==> src/rtl/core/swia_pkg.sv <==
// swia_pkg: shared types and constants for the signed wide integer ALU.
// Holds the beat structs, the mode codes and the queue entry type.
// No dependencies.
package swia_pkg;

    localparam int WordBits  = 128;
    localparam int HalfBits  = 64;
    localparam int ShiftBits = 7;
    localparam int CountBits = 7;
    localparam int LimbBits  = 32;
    localparam int MulSteps  = 10;

    typedef enum logic [3:0] {
        MODE_ADD = 4'd0,
        MODE_SUB = 4'd1,
        MODE_MUL = 4'd2,
        MODE_DIV = 4'd3,
        MODE_AND = 4'd4,
        MODE_OR  = 4'd5,
        MODE_XOR = 4'd6,
        MODE_NOT = 4'd7,
        MODE_SHL = 4'd8,
        MODE_SAR = 4'd9,
        MODE_ROL = 4'd10,
        MODE_ROR = 4'd11,
        MODE_CMP = 4'd12
    } mode_t;

    typedef struct packed {
        logic [3:0]  mode;
        logic [63:0] a_high;
        logic [63:0] a_low;
        logic [63:0] b_high;
        logic [63:0] b_low;
        logic [6:0]  shift_amount;
    } in_beat_t;

    typedef struct packed {
        logic [63:0] result_high;
        logic [63:0] result_low;
        logic        less_flag;
        logic        greater_flag;
        logic        equal_flag;
        logic        divide_by_zero;
    } out_beat_t;

    // Operation class chosen by the front end
    typedef enum logic [2:0] {
        CLS_DIRECT = 3'b001,
        CLS_MUL    = 3'b010,
        CLS_DIV    = 3'b100
    } op_class_t;

    // Entry handed from front to back
    typedef struct packed {
        op_class_t             cls;
        logic [WordBits-1:0]   a;
        logic [WordBits-1:0]   b;
        logic [WordBits-1:0]   direct;
        logic                  less_flag;
        logic                  greater_flag;
        logic                  equal_flag;
        logic                  divide_by_zero;
    } work_t;

endpackage

==> src/rtl/core/swia_queue.sv <==
// swia_queue: two-entry queue between front and back ends.
// Depends on swia_pkg.
module swia_queue (
    input  logic            clk,
    input  logic            rst_n,
    input  logic            wr_valid,
    output logic            wr_stall,
    input  swia_pkg::work_t wr_data,
    output logic            rd_valid,
    input  logic            rd_stall,
    output swia_pkg::work_t rd_data
);

    swia_pkg::work_t mem [2];
    logic            wr_ptr_reg;
    logic            rd_ptr_reg;
    logic [1:0]      count_reg;
    logic            push;
    logic            pop;

    assign wr_stall = count_reg == 2'd2;
    assign rd_valid = count_reg != 2'd0;
    assign rd_data  = mem[rd_ptr_reg];
    assign push     = wr_valid && !wr_stall;
    assign pop      = rd_valid && !rd_stall;

    // Pointers and fill count
    always_ff @(posedge clk or negedge rst_n)
    begin
        if (!rst_n)
        begin
            wr_ptr_reg <= 1'b0;
            rd_ptr_reg <= 1'b0;
            count_reg  <= 2'd0;
        end
        else
        begin
            if (push)
                wr_ptr_reg <= ~wr_ptr_reg;
            if (pop)
                rd_ptr_reg <= ~rd_ptr_reg;
            count_reg <= count_reg + {1'b0, push} - {1'b0, pop};
        end
    end

    always_ff @(posedge clk)
    begin
        if (push)
            mem[wr_ptr_reg] <= wr_data;
    end

endmodule

==> config.mk <==
export PLATFORM = sky130hd
export DESIGN_NAME = swia_queue
export DESIGN_NICKNAME = d
export VERILOG_FILES = /design/src/rtl/core/swia_pkg.sv /design/src/rtl/core/swia_queue.sv
export SDC_FILE = /design/constraint.sdc
export NUM_CORES = 1
export LEC_CHECK = 0
export ABC_AREA = 0
export BUFFER_PORTS_ARGS = -buffer_cell sky130_fd_sc_hd__buf_2
export CAP_MARGIN = 20
export CORE_AREA = 2 2 302 304
export CTS_BUF_LIST = sky130_fd_sc_hd__clkbuf_8
export CTS_CLUSTER_SIZE = 28
export DETAILED_ROUTE_END_ITERATION = 16
export DIE_AREA = 0 0 304 306
export PLACE_DENSITY_LB_ADDON = 0.08
export SYNTH_ARGS = -nofsm -noshare
export SYNTH_HDL_FRONTEND = slang
export SYNTH_SLANG_ARGS = --single-unit
==> constraint.sdc <==
create_clock -name clk -period 41.9 [get_ports clk]
set_input_delay 6.285 -clock clk [delete_from_list [all_inputs] [get_ports clk]]
set_output_delay 6.285 -clock clk [all_outputs]
set_load 0.03 [all_outputs]
Yosys cells after proc, flatten, opt, wreduce, memory -nomap -nowiden
Memories as Yosys holds them, arrays and structs flattened.
Index checks and enable logic that the tools add are counted.

storage, ports and cells
  bits in registers = 4
  RAM bits = 782
  input bits = 395
  output and inout port bits = 393
  logic and storage cells = 16
  memories = 1

cells by class
  $add $sub $neg = 2
  eq/ne operators = 1
  multiplexer cells = 2
  bitwise operators = 2
  reduce and logical (&&, ||, !) cells = 5

memories
  memory  words  bits a word  read ports  clocked after memory_dff  write ports  line              source
  mem     2      391          1           0                         1            swia_queue.sv:14  swia_pkg::work_t mem [2];

operators with widths
  operator              count
  $add A2 B1 Y2         1
  $eq A2 B2 Y1 const B  1
  $logic_and A1 B1 Y1   2
  $logic_not A1 Y1      2
  $mux W1               2
  $not A1 Y1            2
  $reduce_bool A2 Y1    1
  $sub A2 B1 Y2         1

Longest topological paths before layout
  depth after elaboration = 5
  depth in mapped cells = 7
  gate-level depth less buffers = 7

Worst setup path before layout
Ideal clock, no wire load.

  kind = input port to flip-flop
  from = in wr_valid
  to = mem mem[0][0] (netlist bit), enable pin
  library setup time = 1.152 ns
  arrival time = 22.556 ns
  required time = 40.748 ns
  slack = 18.191 ns
  stages on the path = 2
  buffers on the path = 0
  cell sequence = nand2_1 nor2_1

on the way
  cells in the longest elaborated chain, start to end = 3

ends and longest elaborated chain
  what                           line              source
  start, declared                swia_queue.sv:6   input logic wr_valid,
  $logic_and A1 B1 Y1            swia_queue.sv:24  assign push = wr_valid && !wr_stall;
  $mux W1                        swia_queue.sv:48  if (push)
  $mux W1 (not written as such)  swia_queue.sv:49  mem[wr_ptr_reg] <= wr_data;
  end, declared                  swia_queue.sv:14

Every way passes these cells.

==> impl_metrics.csv <==
group,metric,value,unit
placed_design,place_area,33800,µm²
floorplanning,die_x,304,µm
yosys,synth_nets,1632,
yosys,synth.top_cells.by_count,"edfxtp_1 (782), mux2_2 (353), buf_6 (42), mux2_4 (30), mux2_1 (8)",
setup_path,path_max_fanout,60,
finish,multi_input_area,4620,µm²
timing,holdWs,0.527,ns
placed_design,gp_congestion,0.772,
yosys,syn_area_per_cell,23.2,µm²
detailed_routing,ant_nets,0,
global_routing,met3_usage,6.86,%
clock_tree,cts_setup_buffers,0,
clock_tree,ctsRootBufferMaster,"clkbuf_8",
finish,layout-drive-gt1-share,60.5,%
timing,fmax,0.0979,GHz
timing,rsz0062_at_grt,"no",
yosys,seq_area_frac_synth,82.2,%
clock_tree,cts_buffers,138,
global_routing,grt_start_max_net_pins,167,
yosys,ys.flop_type,"edfxtp_1",
clock_tree,hold_buffers,0,
setup_path,arrival,3.93,ns
timing,slew-limit-headroom,14.6,%
timing,maxSlewViolCount,0,
floorplanning,die_area,93000,µm²
global_routing,use_met2,30.4,%
global_routing,grt_pass1_vias,16200,
floorplanning,rows,110,
finish,seq_area,23600,µm²
timing,fin_crit,10.21,ns
detailed_routing,drc_errors,0,
global_routing,grt_usage,16.0,%
floorplanning,num_io_pins,788,
yosys,postSynthCellCount,1235,
global_routing,grt_util_met1,14.9,%
yosys,yosysMostFrequentCell,"edfxtp_1",
global_routing,grt-busiest-layer,"met2",
power_and_ir_drop,powerDensity,76.6,nW/µm²
floorplanning,initial_core_util,32.0,%
placed_design,port_buffers,787,
global_routing,globalRoute.totalOverflow,0,
yosys,synth_top_area_share,81.9,%
timing,hold_viol,0,
timing,finalSetupTns,0,ns
finish,final_area,36300,µm²
timing,setup_viol,0,
detailed_routing,first_pass_iters,4,
yosys,syn_area,28700,µm²
detailed_routing,routedWlPerCell,22.2,µm
global_routing,antenna_found_initial,38,
floorplanning,die_h,306,µm
setup_path,critPathKind,"reg2out",
finish,largest_reg_flops,782,
setup_path,required,35.62,ns
yosys,ys_warn_count,0,
clock_tree,cts_tree,"built",
hold_path,min_path_type,"reg2reg",
status,status,"finished, final reports clean",
timing,skew,0.0348,ns
clock_tree,insertion_delay,0.78,ns
detailed_routing,finalWirelength,76100,µm
timing,timing.final.crit_share,24.4,%
global_routing,grt_pass1_wl,108000,µm
placed_design,hpwl,51800,µm
yosys,synth_edf_count,782,
timing,worst_slew_pin_slew,1.28,ns
yosys,synthArstFlopShare,0.509,%
clock_tree,cts_max_level,4,
yosys,ys_seq_elements,786,
clock_tree,clk_pin_slew,0.06,ns
detailed_routing,via_count,15100,
finish,final_nets,2529,
clock_tree,cts.sinks,786,
yosys,ys_types,18,
detailed_routing,dr.first_iter.drc_count,678,
yosys,synth.top_cells.by_area,"edfxtp_1 (82%), mux2_2 (14%), buf_6 (1.6%)",
yosys,yosysTopAreaCell,"edfxtp_1",
detailed_routing,via_per_inst,4.40,
floorplanning,core-area,89600,µm²
clock_tree,cts_resized,0,
setup_path,start_kind,"flop",
setup_path,end_kind,"primary output",
power_and_ir_drop,ir_drop,0.0403,mV
run,max_cap_violations,0,
clock_tree,cts_buffer_depth,3,
power_and_ir_drop,p_leak,0.0136,µW
finish,fillCellCount,8321,
finish,area_growth_syn_to_layout,26.4,%
[per-layer routing]
metal | share of wire [%] | vias up
met2 | 56 | 557
li1 | - | 6806
met4 | 2.8 | 32
met5 | 0.29 | -
met1 | 33 | 7497
met3 | 8.3 | 172
[kinds of logic after synthesis]
kind of cell             share of synthesized area, %
buffers and inverters                            1.72
multiplexers                                     15.7
XOR/XNOR                                        0.122
AND/OR/NAND/NOR                                 0.113
adder cells (fa/ha/maj)                        0.0872
flip-flops                                       82.2
[report_power, final]
group | switching [µW] | total [µW] | internal, µW
registers | 41.8 | 1120 | 1080
clock network | 306 | 625 | 319
logic | 707 | 1030 | 328
total | 1050 | 2780 | 1720
[worst paths after layout]
| path | start | endpoint | slack, ns | depth (start not counted) |
|---|---|---|---|---|
| hold / removal | count_reg[0] | count_reg[0] | 0.53 | 1 |
| hold reg to reg | count_reg[0] | count_reg[0] | 0.53 | 1 |
| min in group asynchronous | rst_n | wr_ptr_reg | 5.30 | 1 |
| setup / recovery | rd_ptr_reg | rd_data[71] | 31.69 | 4 |
| setup reg to reg | count_reg[1] | mem[0][13] | 37.76 | 6 |
| max in group asynchronous | rst_n | rd_ptr_reg | 36.45 | 1 |
[final cells by class]
type | instances | area share, %
Tap cell | 1176 | 4.06
Sequential cell | 786 | 65.1
Clock inverter | 99 | 1.30
Antenna cell | 17 | 0.117
Inverter | 2 | 0.0207
Multi-Input combinational cell | 403 | 12.7
Clock buffer | 141 | 5.35
Timing Repair Buffer | 801 | 11.3
[critical path, stage by stage, from the launching register on]
cell     delay [ns]
dfrtp_4        0.93
buf_4          0.73
buf_4          0.77
mux2_2         0.42
buf_2          0.19
[metrics by stage]
stage	utilization (%)	worst slack, ns	instances	power (µW)
finish	40.5	31.69	3425	2780
detailed placement	37.7	31.13	3166	2190
global placement	37.7	31.14	3166	2180
global route	40.4	31.38	3415	2910
floorplan	-	18.19	1235	1980
CTS	40.4	31.24	3406	2830
[cells in the final DEF (no fill, tap or decap), types with 6 or more instances in the layout]
master	synthesis	final
mux2_2	353	353
mux2_4	30	30
clkbuf_8	0	141
clkinv_2	0	9
inv_6	0	6
inv_1	2	49
clkinv_1	0	30
mux2_1	8	8
edfxtp_1	782	782
buf_2	1	787
buf_4	1	9
diode_2	0	17
Power figures use the tool's default switching activity.
