===== config.mk =====
export PLATFORM = sky130hd
export DESIGN_NAME = swia_back
export DESIGN_NICKNAME = d
export VERILOG_FILES = /design/src/rtl/core/swia_pkg.sv /design/src/rtl/core/swia_back.sv
export SDC_FILE = /design/constraint.sdc
export NUM_CORES = 2
export LEC_CHECK = 0
export ABC_AREA = 1
export BUFFER_PORTS_ARGS = -buffer_cell sky130_fd_sc_hd__buf_2
export CORE_AREA = 10 10 329 569
export CTS_CLUSTER_DIAMETER = 80
export DETAILED_ROUTE_END_ITERATION = 7
export DIE_AREA = 0 0 339 579
export PLACE_DENSITY_LB_ADDON = 0.05
export SETUP_SLACK_MARGIN = 0.05
export SLEW_MARGIN = 25
export SYNTH_ARGS = -nofsm -noshare
export SYNTH_HDL_FRONTEND = slang
export SYNTH_SLANG_ARGS = --single-unit

===== constraint.sdc =====
create_clock -name clk -period 19.35 [get_ports clk]
set_clock_uncertainty 0.15 [all_clocks]
set_input_delay 4.8375 -clock clk [delete_from_list [all_inputs] [get_ports clk]]
set_output_delay 4.8375 -clock clk [all_outputs]
set_load 0.02 [all_outputs]

===== src/rtl/core/swia_pkg.sv =====
// swia_pkg: shared types and constants for the signed wide integer ALU.
// Holds the beat structs, the mode codes and the queue entry type.
// No dependencies.
package swia_pkg;

    localparam int WordBits  = 128;
    localparam int HalfBits  = 64;
    localparam int ShiftBits = 7;
    localparam int CountBits = 7;
    localparam int LimbBits  = 32;
    localparam int MulSteps  = 10;

    typedef enum logic [3:0] {
        MODE_ADD = 4'd0,
        MODE_SUB = 4'd1,
        MODE_MUL = 4'd2,
        MODE_DIV = 4'd3,
        MODE_AND = 4'd4,
        MODE_OR  = 4'd5,
        MODE_XOR = 4'd6,
        MODE_NOT = 4'd7,
        MODE_SHL = 4'd8,
        MODE_SAR = 4'd9,
        MODE_ROL = 4'd10,
        MODE_ROR = 4'd11,
        MODE_CMP = 4'd12
    } mode_t;

    typedef struct packed {
        logic [3:0]  mode;
        logic [63:0] a_high;
        logic [63:0] a_low;
        logic [63:0] b_high;
        logic [63:0] b_low;
        logic [6:0]  shift_amount;
    } in_beat_t;

    typedef struct packed {
        logic [63:0] result_high;
        logic [63:0] result_low;
        logic        less_flag;
        logic        greater_flag;
        logic        equal_flag;
        logic        divide_by_zero;
    } out_beat_t;

    // Operation class chosen by the front end
    typedef enum logic [2:0] {
        CLS_DIRECT = 3'b001,
        CLS_MUL    = 3'b010,
        CLS_DIV    = 3'b100
    } op_class_t;

    // Entry handed from front to back
    typedef struct packed {
        op_class_t             cls;
        logic [WordBits-1:0]   a;
        logic [WordBits-1:0]   b;
        logic [WordBits-1:0]   direct;
        logic                  less_flag;
        logic                  greater_flag;
        logic                  equal_flag;
        logic                  divide_by_zero;
    } work_t;

endpackage


===== src/rtl/core/swia_back.sv =====
// swia_back: executes queued work: passes direct results, runs the
// multiply as ten 32x32 partial products, and the divide bit-serially.
// Depends on swia_pkg.
module swia_back (
    input  logic                clk,
    input  logic                rst_n,
    input  logic                q_valid,
    output logic                q_stall,
    input  swia_pkg::work_t     q_data,
    output logic                out_valid,
    input  logic                out_stall,
    output swia_pkg::out_beat_t out_data
);

    localparam int W = swia_pkg::WordBits;
    localparam int H = swia_pkg::HalfBits;
    localparam int L = swia_pkg::LimbBits;

    typedef enum logic [3:0] {
        ST_IDLE = 4'b0001,
        ST_MUL  = 4'b0010,
        ST_DIV  = 4'b0100,
        ST_DONE = 4'b1000
    } state_t;

    state_t                state_reg, state_next;
    logic [swia_pkg::CountBits-1:0] cnt_reg;
    logic [W-1:0]          x_reg;
    logic [W-1:0]          y_reg;
    logic [W-1:0]          acc_reg;
    logic [W-1:0]          rem_reg;
    logic                  neg_reg;
    logic                  lt_reg, gt_reg, eq_reg, dz_reg;
    logic                  div_beat_reg;
    logic                  out_valid_reg;
    swia_pkg::out_beat_t   out_reg;

    logic [1:0]            mi, mj;
    logic [1:0]            off;
    logic [L-1:0]          mx, my;
    logic [2*L-1:0]        prod;
    logic [W-1:0]          prod_sh;
    logic [W:0]            rem_sh;
    logic [W:0]            rem_diff;
    logic [W-1:0]          fin;
    logic                  take;
    logic                  out_free;

    assign out_free  = !out_valid_reg || !out_stall;
    assign q_stall   = state_reg != ST_IDLE;
    assign take      = q_valid && state_reg == ST_IDLE;
    assign out_valid = out_valid_reg;
    assign out_data  = out_reg;

    // One 32x32 multiply per step; only limb pairs that reach the low 128 bits
    always_comb
    begin
        case (cnt_reg[3:0])
            4'd0:    {mi, mj} = {2'd0, 2'd0};
            4'd1:    {mi, mj} = {2'd0, 2'd1};
            4'd2:    {mi, mj} = {2'd1, 2'd0};
            4'd3:    {mi, mj} = {2'd0, 2'd2};
            4'd4:    {mi, mj} = {2'd1, 2'd1};
            4'd5:    {mi, mj} = {2'd2, 2'd0};
            4'd6:    {mi, mj} = {2'd0, 2'd3};
            4'd7:    {mi, mj} = {2'd1, 2'd2};
            4'd8:    {mi, mj} = {2'd2, 2'd1};
            default: {mi, mj} = {2'd3, 2'd0};
        endcase
    end
    assign mx      = x_reg[mi*L +: L];
    assign my      = y_reg[mj*L +: L];
    assign prod    = mx * my;
    assign off     = mi + mj;
    assign prod_sh = {{(W-2*L){1'b0}}, prod} << {off, 5'd0};

    // Restoring divide step
    assign rem_sh   = {rem_reg, x_reg[W-1]};
    assign rem_diff = rem_sh - {1'b0, y_reg};
    assign fin      = neg_reg ? -acc_reg : acc_reg;

    always_comb
    begin
        state_next = state_reg;
        case (state_reg)
            ST_IDLE:
                if (q_valid)
                begin
                    case (q_data.cls)
                        swia_pkg::CLS_MUL: state_next = ST_MUL;
                        swia_pkg::CLS_DIV: state_next = ST_DIV;
                        default:           state_next = ST_DONE;
                    endcase
                end
            ST_MUL:  if (cnt_reg == 7'(swia_pkg::MulSteps-1)) state_next = ST_DONE;
            ST_DIV:  if (cnt_reg == 7'(W-1)) state_next = ST_DONE;
            ST_DONE: if (out_free) state_next = ST_IDLE;
            default: state_next = ST_IDLE;
        endcase
    end

    always_ff @(posedge clk or negedge rst_n)
    begin
        if (!rst_n)
        begin
            state_reg     <= ST_IDLE;
            cnt_reg       <= '0;
            out_valid_reg <= 1'b0;
        end
        else
        begin
            state_reg <= state_next;
            if (state_reg == ST_MUL || state_reg == ST_DIV)
                cnt_reg <= cnt_reg + 7'd1;
            else
                cnt_reg <= '0;
            if (state_reg == ST_DONE && out_free)
                out_valid_reg <= 1'b1;
            else if (!out_stall)
                out_valid_reg <= 1'b0;
        end
    end

    // Datapath
    always_ff @(posedge clk)
    begin
        if (take)
        begin
            lt_reg       <= q_data.less_flag;
            gt_reg       <= q_data.greater_flag;
            eq_reg       <= q_data.equal_flag;
            dz_reg       <= q_data.divide_by_zero;
            neg_reg      <= q_data.a[W-1] ^ q_data.b[W-1];
            div_beat_reg <= q_data.cls == swia_pkg::CLS_DIV;
            rem_reg      <= '0;
            if (q_data.cls == swia_pkg::CLS_DIV)
            begin
                x_reg   <= q_data.a[W-1] ? -q_data.a : q_data.a;
                y_reg   <= q_data.b[W-1] ? -q_data.b : q_data.b;
                acc_reg <= '0;
            end
            else
            begin
                // direct is zero for multiply beats: the accumulator starts clear
                x_reg   <= q_data.a;
                y_reg   <= q_data.b;
                acc_reg <= q_data.direct;
            end
        end
        else if (state_reg == ST_MUL)
        begin
            acc_reg <= acc_reg + prod_sh;
        end
        else if (state_reg == ST_DIV)
        begin
            x_reg <= {x_reg[W-2:0], 1'b0};
            if (!rem_diff[W])
            begin
                rem_reg <= rem_diff[W-1:0];
                acc_reg <= {acc_reg[W-2:0], 1'b1};
            end
            else
            begin
                rem_reg <= rem_sh[W-1:0];
                acc_reg <= {acc_reg[W-2:0], 1'b0};
            end
        end
    end

    // Result register; division sign is applied only for divide beats
    always_ff @(posedge clk)
    begin
        if (state_reg == ST_DONE && out_free)
        begin
            out_reg.result_high    <= (div_beat_reg ? fin[W-1:H] : acc_reg[W-1:H]);
            out_reg.result_low     <= (div_beat_reg ? fin[H-1:0] : acc_reg[H-1:0]);
            out_reg.less_flag      <= lt_reg;
            out_reg.greater_flag   <= gt_reg;
            out_reg.equal_flag     <= eq_reg;
            out_reg.divide_by_zero <= dz_reg;
        end
    end

endmodule


==> reports/qor.csv, run 1 <==
metric;value;unit
yosysTopAreaCell;fa_1;
grt_pass1_vias;116053;
synth_seq_cells;662;
synthCells;14164;
avgSynthCellArea;6.86;um^2
synth_area_leaders;fa_1 (19%), edfxtp_1 (16%), nand2_1 (12%);
synth_fp_nets;15986;
clock_path_buffers;3;
cts-root-buf;clkbuf_16;
synth_warnings;0;
dpl.hpwl;428000;um
placementRows;205;
post_cts_resize_count;0;
yosysTopAreaCellShare;18.5;%
ys.flop_type;edfxtp_1;
cts_sinks;662;
postSynth.asyncResetShare;1.81;%
grt.total_usage;58.4;%
grt_pass1_wl;833000;um
pin_count;529;
numCtsBuffers;73;
lastStage;5_1_grt;
synth_edf_count;522;
start_util;54.6;%
die_y;579;um
gp_congestion;1.34;
ys_seq_area_share;19.1;%
htreeDepth;3;
die_w;339;um
status;did not finish;
grt_max_degree;166;
synth_area;97100;um^2
portBuffers;528;
cts_hold_buffers;0;
synth_cell_types;69;
error;[ERROR GRT-0116] Global routing finished with congestion. Check the congestion regions in the DRC Viewer.;
cts_setup_buffers;0;
grt-ovfl-total;95;
[per-stage QoR]
| step | worst slack, ns | cell area, um^2 | instances |
|---|---|---|---|
| 2_1_floorplan | 8.16 | 97100 | 14164 |
| 3_3_place_gp | 4.57 | 102000 | 16794 |
| 3_5_place_dp | 4.65 | 102000 | 16795 |
| 4_1_cts | 4.61 | 105000 | 16928 |
[synth_stat cells, drive strengths merged, types with 148 or more instances]
| master | instances |
|---|---|
| buf | 165 |
| edfxtp | 522 |
| nor2 | 2241 |
| ha | 529 |
| clkbuf | 236 |
| nand4 | 148 |
| nand3 | 704 |
| nor3 | 172 |
| xor2 | 321 |
| a21oi | 719 |
| inv | 2821 |
| nand2 | 2994 |
| o21ai | 758 |
| fa | 898 |
[per-layer routing]
metal  global-route usage, %  overflow
met3                    29.5         3
met4                    71.0        32
met2                    86.7        59
met1                    52.4         1
met5                    7.42         0
[kinds of logic after synthesis]
family          after synthesis  share of synthesized area, %
simple gates               6502                          27.7
buf+inv                    3226                          12.8
compound gates             1878                          10.9
fa+ha+maj                  1427                          25.3
flops                       662                          19.1
xor+xnor                    466                          4.20
mux                           3                        0.0309
==> run 2: changes to the inputs <==
--- a/config.mk
+++ b/config.mk
@@ -7,12 +7,10 @@
 export LEC_CHECK = 0
 export ABC_AREA = 1
 export BUFFER_PORTS_ARGS = -buffer_cell sky130_fd_sc_hd__buf_2
-export CORE_AREA = 10 10 329 569
-export CTS_CLUSTER_DIAMETER = 80
+export CORE_AREA = 10 10 504 506
 export DETAILED_ROUTE_END_ITERATION = 7
-export DIE_AREA = 0 0 339 579
-export PLACE_DENSITY_LB_ADDON = 0.05
-export SETUP_SLACK_MARGIN = 0.05
+export DIE_AREA = 0 0 514 516
+export PLACE_DENSITY_LB_ADDON = 0.15
 export SLEW_MARGIN = 25
 export SYNTH_ARGS = -nofsm -noshare
 export SYNTH_HDL_FRONTEND = slang
==> reports/qor.csv, run 2 <==
metric;value;unit;change
post_cts_resize_count;0;;unchanged
setup_viol;0;;
place_inst;17657;;was 16795
slew_viol_final;0;;
mostFrequentLayoutCell;nand2_1;;
layout_common_cells;nand2_1 (2973), inv_1 (2767), nor2_1 (2212), fa_1 (898), o21ai_0 (719);;
hold_ws;0.275;ns;
clock_path_buffers;3;;unchanged
portBuffers;528;;unchanged
fill_cells;26302;;
fp.dieArea;265000;um^2;
grt_pass1_vias;98030;;
die_w;514;um;was 339 um
dpl.hpwl;443000;um;was 428000 um
clock.fmax;65.7;MHz;
crit_path_start;cnt_reg[1];;
worst_pin_slew;1.23;ns;
largest_reg_flops;132;;
ff_latch_area;18500;um^2;
synth_fp_nets;15986;;unchanged
synth_area_leaders;fa_1 (19%), edfxtp_1 (16%), nand2_1 (12%);;unchanged
multi_input_area;66700;um^2;
cts_setup_buffers;0;;unchanged
drc;0;;
ant_nets;0;;
drtPass1Iterations;7;;
grt_pass1_wl;736000;um;
instances_no_fill;17853;;
pin_count;529;;unchanged
wirelength;524000;um;
postSynth.asyncResetShare;1.81;%;unchanged
ys_seq_area_share;19.1;%;unchanged
htreeDepth;3;;unchanged
cts_hold_buffers;0;;unchanged
rsz0062_at_grt;false;;
r2r-start;cnt_reg[1];;
r2r_cells;53;;
final_nets;16350;;
antenna_found_initial;62;;
setup_tns;0;ns;
r2r-end;acc_reg[103];;
avgViaCountPerCell;5.60;;
end_kind;flop;;
fin_util;43.7;%;
die_y;516;um;was 579 um
hp-class;reg2reg;;
clock_latency;0.82;ns;
cp_data_arrival_time;15.60;ns;
yosysMostFrequentCell;nand2_1;;unchanged
worstPathRequired;19.72;ns;
drive_gt1_share;7.40;%;
slew_headroom;17.0;%;
numCtsBuffers;89;;was 73
tritoncts;done;;
cp_slowest_cell;o21ai_0;;
start_util;39.7;%;was 54.6%
grt_max_degree;130;;
yosysTopAreaCellShare;18.5;%;unchanged
endpoint;acc_reg[103];;
drv_cap;0;;
period_minus_slack;15.23;ns;
synth_warnings;0;;unchanged
period_share;78.7;%;
crit_type;reg2reg;;
crit_top_cell;nand2_1;;
clkSlewWorstSetupHoldPaths;0.06;ns;
ys.flop_type;edfxtp_1;;unchanged
path_max_fanout;50;;
slowest_delay;0.95;ns;
grt-ovfl-total;0;;
grt.total_usage;38.5;%;
hold_viol_final;0;;
cts_sinks;662;;unchanged
avgSynthCellArea;6.86;um^2;unchanged
synthToLayoutAreaGrowth;9.94;%;
status;finished, final reports clean;;was did not finish
synthCells;14164;;unchanged
placementRows;182;;was 205
synth_cell_types;69;;unchanged
gp_congestion;1.09;;was 1.34
vias;100009;;
yosysTopAreaCell;fa_1;;unchanged
synth_area;97100;um^2;unchanged
core-area;244000;um^2;
wl_per_cell;29.4;um;
yosys-top-cells-count;nand2_1 (2981), inv_1 (2777), nor2_1 (2216);;unchanged
synth_edf_count;522;;unchanged
synth_seq_cells;662;;unchanged
regToRegSetupSlack;4.12;ns;
drt_iter0_drc;11888;;
startpoint_type;flop;;
cts-root-buf;clkbuf_16;;unchanged
[run 2: area by class of cell]
type	count	share of cell area, %
multi-input cells	10276	62.4
flip-flops and latches	662	17.4
inverters	2825	9.94
well taps	3220	3.77
repair buffers	674	3.53
clock buffers	102	2.14
clock inverters	64	0.760
diodes	30	0.0703
[run 2: kinds of logic after synthesis]
| kind of cell | after synthesis | synth area share, % |
|---|---|---|
| AND/OR/NAND/NOR | 6502 | 27.7 |
| buffers and inverters | 3226 | 12.8 |
| AO/OA/AOI/OAI | 1878 | 10.9 |
| adder cells (fa/ha/maj) | 1427 | 25.3 |
| flip-flops | 662 | 19.1 |
| XOR/XNOR | 466 | 4.20 |
| multiplexers | 3 | 0.0309 |
[run 2: worst max-delay path, delay by kind of cell (launching register included)]
family          cells  cell delay, ns
compound gates      6            2.62
fa+ha+maj          11            5.42
buf+inv            13            2.75
flops               1            0.43
simple gates       23            3.45
[run 2: worst min path at each step]
stage	to	depth (start not counted)	startpoint
floorplan	out_data[0]	0	dz_reg
global placement	out_data[0]	0	dz_reg
detailed placement	out_data[0]	0	dz_reg
CTS	out_data[0]	0	dz_reg
global route	out_data[0]	0	dz_reg
finish	out_data[0]	0	dz_reg
[run 2: metrics by stage]
step                      instance area, um^2  worst slack [ns]
after floorplan                         97100              8.16
after global placement                 104000              4.39
after detailed placement               104000              4.45
after CTS                              107000              4.46
after global routing                   107000              3.65
final                                  107000              4.12
[run 2: metal layers]
layer | track usage [%] | vias up | share of wire, %
met5 | 0 | - | 0.031
met3 | 8.32 | 942 | 9.4
met4 | 18.5 | 26 | 5.8
met2 | 58.2 | 5134 | 43
li1 | - | 45157 | -
met1 | 52.2 | 48750 | 42
Power of run 2 is not shown: default switching activity piles up to over one toggle a cycle in this logic, so the estimate is an artifact.
